**src/design/xs_pkg.sv**
```systemverilog
// Shared types and constants for the xoshiro256** generator unit.
// No dependencies; imported by xs_mul64_unit and xoshiro256ss_generator_unit.
package xs_pkg;

    typedef logic [63:0] t_word;
    typedef logic [31:0] t_half;

    localparam int unsigned NUM_WORDS = 4;

    localparam t_word C_GOLDEN_GAMMA = 64'h9e3779b97f4a7c15;
    localparam t_word C_MIX_MUL_A    = 64'hbf58476d1ce4e5b9;
    localparam t_word C_MIX_MUL_B    = 64'h94d049bb133111eb;

    localparam t_word C_RESET_WORDS [NUM_WORDS] = '{
        64'h853c49e6748fea9b,
        64'hda3e39cb94b95bdb,
        64'h2545f4914f6cdd1d,
        64'h9e3779b97f4a7c15
    };

    // Handshake between the sequencer and the shared multiplier.
    typedef struct packed {
        logic  start;
        t_word a;
        t_word b;
    } t_mul_req;

    typedef struct packed {
        logic  done;
        t_word product;
    } t_mul_rsp;

endpackage

```
**src/design/xs_mul64_unit.sv**
```systemverilog
// Iterative 64x64 multiplier returning the low 64 bits of the product.
// One 32x32 partial product per cycle, three partial products per operation. Uses xs_pkg.
module xs_mul64_unit (
    input  logic              i_clk,
    input  logic              i_rst_n,
    input  xs_pkg::t_mul_req  i_req,
    output xs_pkg::t_mul_rsp  o_rsp
);
    import xs_pkg::*;

    typedef enum logic [2:0] {
        PP_LO_LO = 3'b001,
        PP_LO_HI = 3'b010,
        PP_HI_LO = 3'b100
    } t_pp_step;

    logic     r_busy, n_busy;
    logic     r_done, n_done;
    t_pp_step r_step, n_step;
    t_word    r_a, r_b;
    t_word    r_acc, n_acc;

    t_half    mul_x, mul_y;
    t_word    mul_p;

    always_comb begin
        unique case (r_step)
            PP_LO_LO: begin
                mul_x = r_a[31:0];
                mul_y = r_b[31:0];
            end
            PP_LO_HI: begin
                mul_x = r_a[31:0];
                mul_y = r_b[63:32];
            end
            PP_HI_LO: begin
                mul_x = r_a[63:32];
                mul_y = r_b[31:0];
            end
            default: begin
                mul_x = '0;
                mul_y = '0;
            end
        endcase
        mul_p = 64'(mul_x) * 64'(mul_y);
    end

    always_comb begin
        n_busy = r_busy;
        n_done = 1'b0;
        n_step = r_step;
        n_acc  = r_acc;
        if (i_req.start) begin
            n_busy = 1'b1;
            n_step = PP_LO_LO;
            n_acc  = '0;
        end else if (r_busy) begin
            unique case (r_step)
                PP_LO_LO: begin
                    n_acc  = r_acc + mul_p;
                    n_step = PP_LO_HI;
                end
                PP_LO_HI: begin
                    n_acc  = r_acc + {mul_p[31:0], 32'd0};
                    n_step = PP_HI_LO;
                end
                PP_HI_LO: begin
                    n_acc  = r_acc + {mul_p[31:0], 32'd0};
                    n_busy = 1'b0;
                    n_done = 1'b1;
                end
                default: begin
                    n_busy = 1'b0;
                end
            endcase
        end
    end

    always_ff @(posedge i_clk) begin
        if (!i_rst_n) begin
            r_busy <= 1'b0;
            r_done <= 1'b0;
            r_step <= PP_LO_LO;
        end else begin
            r_busy <= n_busy;
            r_done <= n_done;
            r_step <= n_step;
        end
    end

    // Operands and accumulator carry no reset.
    always_ff @(posedge i_clk) begin
        if (i_req.start) begin
            r_a <= i_req.a;
            r_b <= i_req.b;
        end
        r_acc <= n_acc;
    end

    assign o_rsp.done    = r_done;
    assign o_rsp.product = r_acc;

endmodule

```
**src/design/xoshiro256ss_generator_unit.sv**
```systemverilog
// Draw: a transfer passes ST_DRAW, then ST_DRAW_OUT, which waits for a free output register;
// the next item is taken only back in ST_IDLE. Reseed: each state word passes ST_MIX_ADD,
// ST_MIX_A and ST_MIX_B, paced by the shared multiplier that runs the two splitmix64 multiplies of each word.
// The input side is ready again while a finished draw waits in the output register.
// Reset (synchronous, active low) loads the four fixed state words and empties the output.
module xoshiro256ss_generator_unit (
    input  logic             i_clk,
    input  logic             i_rst_n,
    input  logic             i_in_valid,
    output logic             o_in_ready,
    input  logic             i_cmd,
    input  xs_pkg::t_word    i_seed_value,
    output logic             o_out_valid,
    input  logic             i_out_ready,
    output xs_pkg::t_word    o_random_word
);
    import xs_pkg::*;

    typedef enum logic [5:0] {
        ST_IDLE     = 6'b000001,
        ST_DRAW     = 6'b000010,
        ST_DRAW_OUT = 6'b000100,
        ST_MIX_ADD  = 6'b001000,
        ST_MIX_A    = 6'b010000,
        ST_MIX_B    = 6'b100000
    } t_state;

    t_state   r_state, n_state;
    t_word    r_words [NUM_WORDS];
    t_word    n_words [NUM_WORDS];
    logic [1:0] r_idx, n_idx;
    t_word    r_ctr, n_ctr;
    t_word    r_z, n_z;
    logic     r_out_valid, n_out_valid;
    t_word    r_out_word, n_out_word;

    t_mul_req mul_req;
    t_mul_rsp mul_rsp;

    // Draw datapath
    t_word    w1_x5, w1_x5_rot;
    t_word    w2_a, w3_a, w1_n, w0_n, w2_n, w3_n;
    // Reseed datapath
    t_word    ctr_sum, mix_z0, mix_z1, mix_out;

    xs_mul64_unit u_mul (
        .i_clk   (i_clk),
        .i_rst_n (i_rst_n),
        .i_req   (mul_req),
        .o_rsp   (mul_rsp)
    );

    always_comb begin
        w1_x5     = r_words[1] + {r_words[1][61:0], 2'b00};
        w1_x5_rot = {w1_x5[56:0], w1_x5[63:57]};
        w2_a      = r_words[2] ^ r_words[0];
        w3_a      = r_words[3] ^ r_words[1];
        w1_n      = r_words[1] ^ w2_a;
        w0_n      = r_words[0] ^ w3_a;
        w2_n      = w2_a ^ {r_words[1][46:0], 17'd0};
        w3_n      = {w3_a[18:0], w3_a[63:19]};

        ctr_sum   = r_ctr + C_GOLDEN_GAMMA;
        mix_z0    = ctr_sum ^ {30'd0, ctr_sum[63:30]};
        mix_z1    = mul_rsp.product ^ {27'd0, mul_rsp.product[63:27]};
        mix_out   = mul_rsp.product ^ {31'd0, mul_rsp.product[63:31]};
    end

    always_comb begin
        n_state     = r_state;
        n_words     = r_words;
        n_idx       = r_idx;
        n_ctr       = r_ctr;
        n_z         = r_z;
        n_out_valid = r_out_valid;
        n_out_word  = r_out_word;
        mul_req     = '{start: 1'b0, a: mix_z0, b: C_MIX_MUL_A};

        // Drop the output once it is taken.
        if (r_out_valid && i_out_ready) begin
            n_out_valid = 1'b0;
        end

        unique case (r_state)
            ST_IDLE: begin
                if (i_in_valid) begin
                    if (i_cmd) begin
                        n_ctr   = (i_seed_value == '0) ? C_GOLDEN_GAMMA : i_seed_value;
                        n_idx   = '0;
                        n_state = ST_MIX_ADD;
                    end else begin
                        n_state = ST_DRAW;
                    end
                end
            end
            ST_DRAW: begin
                n_z        = w1_x5_rot;
                n_words[0] = w0_n;
                n_words[1] = w1_n;
                n_words[2] = w2_n;
                n_words[3] = w3_n;
                n_state    = ST_DRAW_OUT;
            end
            ST_DRAW_OUT: begin
                // Hold until the output register is free.
                if (!r_out_valid || i_out_ready) begin
                    n_out_valid = 1'b1;
                    n_out_word  = r_z + {r_z[60:0], 3'b000};
                    n_state     = ST_IDLE;
                end
            end
            ST_MIX_ADD: begin
                n_ctr         = ctr_sum;
                mul_req.start = 1'b1;
                n_state       = ST_MIX_A;
            end
            ST_MIX_A: begin
                if (mul_rsp.done) begin
                    mul_req = '{start: 1'b1, a: mix_z1, b: C_MIX_MUL_B};
                    n_state = ST_MIX_B;
                end
            end
            ST_MIX_B: begin
                if (mul_rsp.done) begin
                    n_words[r_idx] = mix_out;
                    n_idx          = r_idx + 2'd1;
                    n_state        = (r_idx == 2'(NUM_WORDS - 1)) ? ST_IDLE : ST_MIX_ADD;
                end
            end
            default: begin
                n_state = ST_IDLE;
            end
        endcase
    end

    always_ff @(posedge i_clk) begin
        if (!i_rst_n) begin
            r_state     <= ST_IDLE;
            r_out_valid <= 1'b0;
            r_idx       <= '0;
            r_words     <= C_RESET_WORDS;
        end else begin
            r_state     <= n_state;
            r_out_valid <= n_out_valid;
            r_idx       <= n_idx;
            r_words     <= n_words;
        end
    end

    always_ff @(posedge i_clk) begin
        r_ctr      <= n_ctr;
        r_z        <= n_z;
        r_out_word <= n_out_word;
    end

    assign o_in_ready    = (r_state == ST_IDLE);
    assign o_out_valid   = r_out_valid;
    assign o_random_word = r_out_word;

endmodule

```
**config.mk**
```make
export PLATFORM = sky130hd
export DESIGN_NAME = xoshiro256ss_generator_unit
export DESIGN_NICKNAME = d
export VERILOG_FILES = /design/src/design/xs_pkg.sv /design/src/design/xs_mul64_unit.sv /design/src/design/xoshiro256ss_generator_unit.sv
export SDC_FILE = /design/constraint.sdc
export NUM_CORES = 2
export LEC_CHECK = 0
export ABC_AREA = 1
export BUFFER_PORTS_ARGS = -buffer_cell sky130_fd_sc_hd__buf_4
export CAP_MARGIN = 20
export CELL_PAD_IN_SITES_DETAIL_PLACEMENT = 1
export CELL_PAD_IN_SITES_GLOBAL_PLACEMENT = 1
export CORE_MARGIN = 10
export CORE_UTILIZATION = 50
export DETAILED_ROUTE_END_ITERATION = 7
export PLACE_DENSITY_LB_ADDON = 0.1
export SLEW_MARGIN = 25
export SYNTH_ARGS = -nofsm -noshare
export SYNTH_HDL_FRONTEND = slang
export SYNTH_SLANG_ARGS = --single-unit
```
**constraint.sdc**
```tcl
create_clock -name i_clk -period 16.1 [get_ports i_clk]
set_input_delay 0.805 -clock i_clk [delete_from_list [all_inputs] [get_ports i_clk]]
set_output_delay 0.805 -clock i_clk [all_outputs]
set_load 0.01 [all_outputs]
```
Word-level counts from Yosys, hierarchy flattened
Index checks and enable logic that the tools add are counted.
{"block": "classes", "addsub": 6, "n_mux": 34, "n_reduce_logical": 22, "n_mul": 1, "magnitude_cmp": 2, "n_eq_ne": 15, "n_bitwise": 11}
{"operator": "$pmux 256 s2", "n": 1}
{"operator": "$xor 64x64->64", "n": 5}
{"operator": "$add 64x64->64", "n": 4}
{"operator": "$bwmux 256", "n": 1}
{"operator": "$mux 256", "n": 1}
{"operator": "$mux 64", "n": 4}
{"operator": "$pmux 64 s2", "n": 2}
{"operator": "$mux 129", "n": 1}
{"operator": "$demux 64 s2", "n": 1}
{"operator": "$mux 128", "n": 1}
{"operator": "$pmux 32 s2", "n": 2}
{"operator": "$add 64x64->64 const B", "n": 1}
{"operator": "$logic_not 64->1", "n": 1}
{"operator": "$mul 32x32->64", "n": 1}
{"operator": "$xor 64x33->64", "n": 1}
{"operator": "$xor 64x34->64", "n": 1}
{"operator": "$xor 64x37->64", "n": 1}
{"operator": "$pmux 6 s6", "n": 1}
{"operator": "$mux 6", "n": 4}
{"operator": "$reduce_bool 2->1", "n": 5}
{"operator": "$mux 4", "n": 2}
{"operator": "$reduce_and 2->1", "n": 4}
{"operator": "$reduce_and 4->1", "n": 2}
{"operator": "$reduce_or 2->1", "n": 4}
{"operator": "other kinds (27)", "n": 40}
{"block": "totals", "input_bits": 69, "regBits": 654, "output_inout_bits": 66}

Logic depth before layout (Yosys ltp)
{"block": "logic_depth", "depth_word": 8, "ltp_mapped": 54}

Modules after synthesis
A second synthesis with hierarchy kept.
{"block": "unflattened", "hier_cells": 11604, "area_unflattened_um2": 83960.5}
{"mod": "xs_mul64_unit", "cells_per_inst": 6377, "seq_area_each_um2": 5225.0, "instances": 1, "area_per_inst_um2": 48750.5}
{"mod": "xoshiro256ss_generator_unit", "cells_per_inst": 5227, "seq_area_each_um2": 11070.6, "instances": 1, "area_per_inst_um2": 35210.0}

Worst setup path before layout
Ideal clock, no wire load.
{"block": "synth_path", "path_type": "register to register", "from": "reg u_mul.r_step[0]", "to": "reg u_mul.r_acc[61]", "arrival_time_ps": 8768, "synth_period_minus_slack_ps": 9022, "required_time_ps": 15845, "setup_time_ps": 255, "setup_slack_ps": 7078, "n_path_buf": 1, "path_stages_with_launch": 45, "cell_sequence": "dfxtp_1 > nor3_2 > inv_2 > nand2_2 > buf_4 > a22oi_2 > clkinv_1 > nand2_1 > inv_1 > fa_1 > fa_1 > fa_1 > inv_1 > fa_1 > inv_1 > fa_1 > inv_1 > fa_1 > (+9 left out) > o211ai_1 > a31oi_1 > o21ai_0 > nand2_1 > inv_1 > nor2_1 > ha_1 > nand2_1 > nor2_1 > inv_1 > nor2_1 > inv_1 > nor4_1 > nand2_1 > nand3_1 > nand3_1 > nand3_1 > a21oi_1"}
{"block": "synth_via", "elab_chain_cells": 6, "word_cells_on_any_way": 14, "cone_classes": "add/sub: 2; mul: 1; eq/ne: 3; mux: 3; reduce/logical: 5"}
{"element": "start: declaration", "line_no": "xs_mul64_unit.sv:19", "text": "t_pp_step r_step, n_step;"}
{"element": "start signal: assignment", "line_no": "xs_mul64_unit.sv:87", "text": "r_step <= n_step;"}
{"element": "$eq 3x1->1, or another cell as far along", "line_no": "xs_mul64_unit.sv:27, xs_mul64_unit.sv:58"}
{"element": "$reduce_or 2->1 (no source line)"}
{"element": "$pmux 32 s2", "line_no": "xs_mul64_unit.sv:27", "text": "unique case (r_step)"}
{"element": "$mul 32x32->64", "line_no": "xs_mul64_unit.sv:45", "text": "mul_p = 64'(mul_x) * 64'(mul_y);"}
{"element": "$add 64x64->64 (on tied branches)", "line_no": "xs_mul64_unit.sv:64, xs_mul64_unit.sv:68, xs_mul64_unit.sv:60"}
{"element": "$pmux 64 s2", "line_no": "xs_mul64_unit.sv:58", "text": "unique case (r_step)"}
{"element": "end signal: assignment", "line_no": "xs_mul64_unit.sv:97", "text": "r_acc <= n_acc;"}
{"element": "end: declaration", "line_no": "xs_mul64_unit.sv:21", "text": "t_word r_acc, n_acc;"}
Several ways; a longest one is shown, not always the timed one.
A chain may end at the register's enable or synchronous reset.

Worst setup path after layout
{"block": "layout_path", "from": "reg u_mul.r_step[1]", "to": "reg u_mul.r_acc[55]"}
The elaborated chain is that of the path after synthesis.

==> impl_metrics.csv <==
group,metric,value,unit
die,boundaryPins,135,
global_routing,first_global_vias,79100,
logic_synthesis,synthArstFlopShare,0,%
critical_path,critPathMaxStageDelay,0.65,ns
logic_synthesis,synthTopCellsByArea,"fa_1 21%, edfxtp_1 10%, ha_1 9.8%",
sta,period_share,78.8,%
logic_synthesis,synth.avg_cell_area,7.59,µm²
global_routing,met3_usage,13.2,%
die,start_util,50.2,%
sta,setup_viol,0,
route,wl_per_cell,30.4,µm
sta,maxSlewViolCount,0,
placement,dp_cells,11900,
logic_synthesis,synthMuxAreaShare,0,%
critical_path,worst_r2r_path_depth,43,
clocking,cts_tree,"built",
critical_path,r2r_end,"u_mul.r_acc[55]",
critical_path,crit_path_end_kind,"flop",
critical_path,crit_top_cell,"fa_1",
sta,hold_viol,0,
logic_synthesis,synth-xor-area-share,6.38,%
cells_and_area,syn2layout_area_growth,7.76,%
critical_path,path_class,"flop to flop",
logic_synthesis,synth_ff_type,"dfxtp_1",
route,dr_total_vias,75300,
cells_and_area,nets,11400,
critical_path,critPathLaunchType,"flop",
route,routed_wirelength,365,mm
worst_hold_path,min_path_cells,4,
logic_synthesis,syn_nets,11400,
die,die_x,407,µm
logic_synthesis,synth_top_cell_by_area,"fa_1",
clocking,postCtsSetupBuffers,0,
global_routing,met1_usage,53.4,%
logic_synthesis,netlist_instances,9896,
clocking,clk_transition_reported_paths,0.06,ns
logic_synthesis,synth-simple-area-share,19.0,%
clocking,numClockSinks,592,
status,status,"finished, violations left",
global_routing,grt_pass1_wl,531,mm
route,ant_nets,0,
logic_synthesis,synth-edff-count,258,
clocking,clkLatencyLatePin,0.70,ns
sta,worst_pin_slew,1.25,ns
logic_synthesis,synthTopCellsByCount,"1818 x nand2_1, 1780 x inv_1, 979 x nor2_1, 804 x fa_1, 679 x a21oi_1",
logic_synthesis,ys_warn_count,0,
global_routing,grt-busiest-layer,"met2",
critical_path,rr_startpoint,"u_mul.r_step[1]",
die,chipHeight,407,µm
placement,port_buffers,134,
logic_synthesis,syn_area,0.0751,mm²
sta,period_needed,12.68,ns
clocking,postCtsHoldBufs,0,
critical_path,cp_max_fo,35,
placement,gp_congestion,1.09,
sta,rsz0062_at_grt,"false",
sta,maxSlewHeadroom,16.4,%
clocking,cts_resized,0,
sta,tns,0,ns
cells_and_area,post-route-cell-area,0.0809,mm²
clocking,cts_buffer_depth,3,
critical_path,r2r_slack,3.42,ns
placement,placed_area,0.0785,mm²
logic_synthesis,synth_seq_cells,592,
worst_hold_path,holdPathEnd,"r_state[1]",
sta,skew,0.0496,ns
cells_and_area,final_cells,12000,
logic_synthesis,seq_area_frac_synth,19.2,%
route,first_pass_iters,8,
worst_hold_path,hp-start,"i_cmd",
placement,dp_hpwl,297,mm
global_routing,met2_usage,63.8,%
die,rows,142,
clocking,cts_root_buf,"clkbuf_16",
logic_synthesis,synth.distinct_cells,62,
logic_synthesis,synth_top_family_by_area,"adder cells",
sta,fmax,78.8,MHz
clocking,htree_levels,3,
global_routing,grt_antenna_before_repair,21,
logic_synthesis,synth.most_common_cell,"nand2_1",
status,violations,"DRC",
die,die_area,0.166,mm²
route,avgViaCountPerCell,6.26,
route,remaining_drc_errors,2,
critical_path,cpMaxStageDelayCell,"nand2_2",
clocking,cts-buffers-inserted,74,
logic_synthesis,synth_compound_area_share,13.6,%
cells_and_area,drive_gt1_share,4.70,%
global_routing,grt_max_degree,93,
worst_hold_path,hp-class,"input port to flop",
critical_path,required,16.73,ns
logic_synthesis,synth_fa_ha_area_share,31.2,%
global_routing,overflow,0,
route,drt_iter0_markers,8383,
critical_path,arrival,13.31,ns
global_routing,grtUsageTotal,42.6,%
die,core_area,0.150,mm²
flow_run,cap_violations,0,
logic_synthesis,synth_top_area_share,21.4,%
-- critical path: cells and delay by family (launching register included) --
kind                     cells  cell delay (ns)
AO/OA/AOI/OAI                4             1.08
buffers and inverters       11             1.97
flip-flops                   1             0.45
AND/OR/NAND/NOR             18             3.90
adder cells (fa/ha/maj)     10             5.14
-- metal layers --
layer  vias to the layer above  part of all wire [%]
met2                      4556                    42
met5                         -                 0.079
met4                        28                   7.8
met1                     37600                    38
met3                      1344                    12
li1                      31800                     -
-- cells by family (layout without fill, tap and decap cells) --
group           count (synthesis)  count (layout)
simple gates                 3506            3506
buf+inv                      2093            2199
compound gates               1769            1769
fa+ha+maj                    1389            1389
flops                         592             592
xor+xnor                      547             547
other cells                     0               6
-- area by class of cell --
class	instances	area [µm²]
antenna	6	15.0
clock buffer	100	2060
clock inverter	33	332
fill	18800	68700
inverter	1811	6810
multi-input combinational	7211	52800
sequential	592	14400
tap	2016	2520
timing repair buffer	255	1930
-- sequential cells by signal, summed over array words and instances (netlist names) --
| signal | count |
|---|---|
| o_random_word | 64 |
| o_out_valid | 1 |
| u_mul.r_a | 64 |
| r_ctr | 64 |
| u_mul.r_busy | 1 |
| u_mul.r_step | 3 |
| u_mul.r_acc | 64 |
| u_mul.r_b | 2 |
| r_z | 64 |
| r_words | 256 |
| u_mul.r_done | 1 |
| r_state | 6 |
| r_idx | 2 |
-- how the worst max path moves through the flow --
| stage | end | startpoint | depth (start not counted) | slack (ns) |
|---|---|---|---|---|
| 3_5_place_dp | u_mul.r_acc[56] | u_mul.r_step[2] | 44 | 3.89 |
| 6_report | u_mul.r_acc[55] | u_mul.r_step[1] | 43 | 3.42 |
| 2_1_floorplan | u_mul.r_acc[61] | u_mul.r_step[0] | 44 | 7.08 |
| 5_1_grt | u_mul.r_acc[55] | u_mul.r_step[1] | 43 | 3.10 |
| 3_3_place_gp | u_mul.r_acc[56] | u_mul.r_step[0] | 41 | 4.11 |
| 4_1_cts | u_mul.r_acc[56] | u_mul.r_step[1] | 43 | 3.90 |
-- placed cells by master, fill, tap and decap left out, drive strengths merged, types with 5 or more instances in the layout --
| master | n |
|---|---|
| a21boi | 23 |
| a21o | 42 |
| a21oi | 682 |
| a221o | 36 |
| a221oi | 5 |
| a22o | 6 |
| a22oi | 30 |
| a31oi | 138 |
| buf | 255 |
| clkbuf | 100 |
| clkinv | 38 |
| clkinvlp | 5 |
| dfxtp | 334 |
| diode | 6 |
| edfxtp | 258 |
| fa | 804 |
| ha | 585 |
| inv | 1797 |
| nand2 | 1821 |
| nand3 | 435 |
| nand3b | 18 |
| nand4 | 50 |
| nor2 | 984 |
| nor3 | 125 |
| nor4 | 46 |
| o2111ai | 7 |
| o211ai | 48 |
| o21a | 29 |
| o21ai | 586 |
| o21bai | 60 |
| o22ai | 35 |
| o311ai | 15 |
| o31ai | 8 |
| or2 | 18 |
| xnor2 | 226 |
| xor2 | 321 |
-- through the flow --
stage / setup slack [ns] / hold WS, ns / util (%)
after floorplan: 7.08 / 0.433 / -
after global placement: 4.11 / 0.447 / 52.5
after detailed placement: 3.89 / 0.445 / 52.5
after CTS: 3.90 / 0.398 / 54.1
after global routing: 3.10 / 0.436 / 54.1
final: 3.42 / 0.419 / 54.1
Power is left out: the tool's default activity adds up to more than one toggle a clock period on the data nets, which glitch-free logic cannot reach.
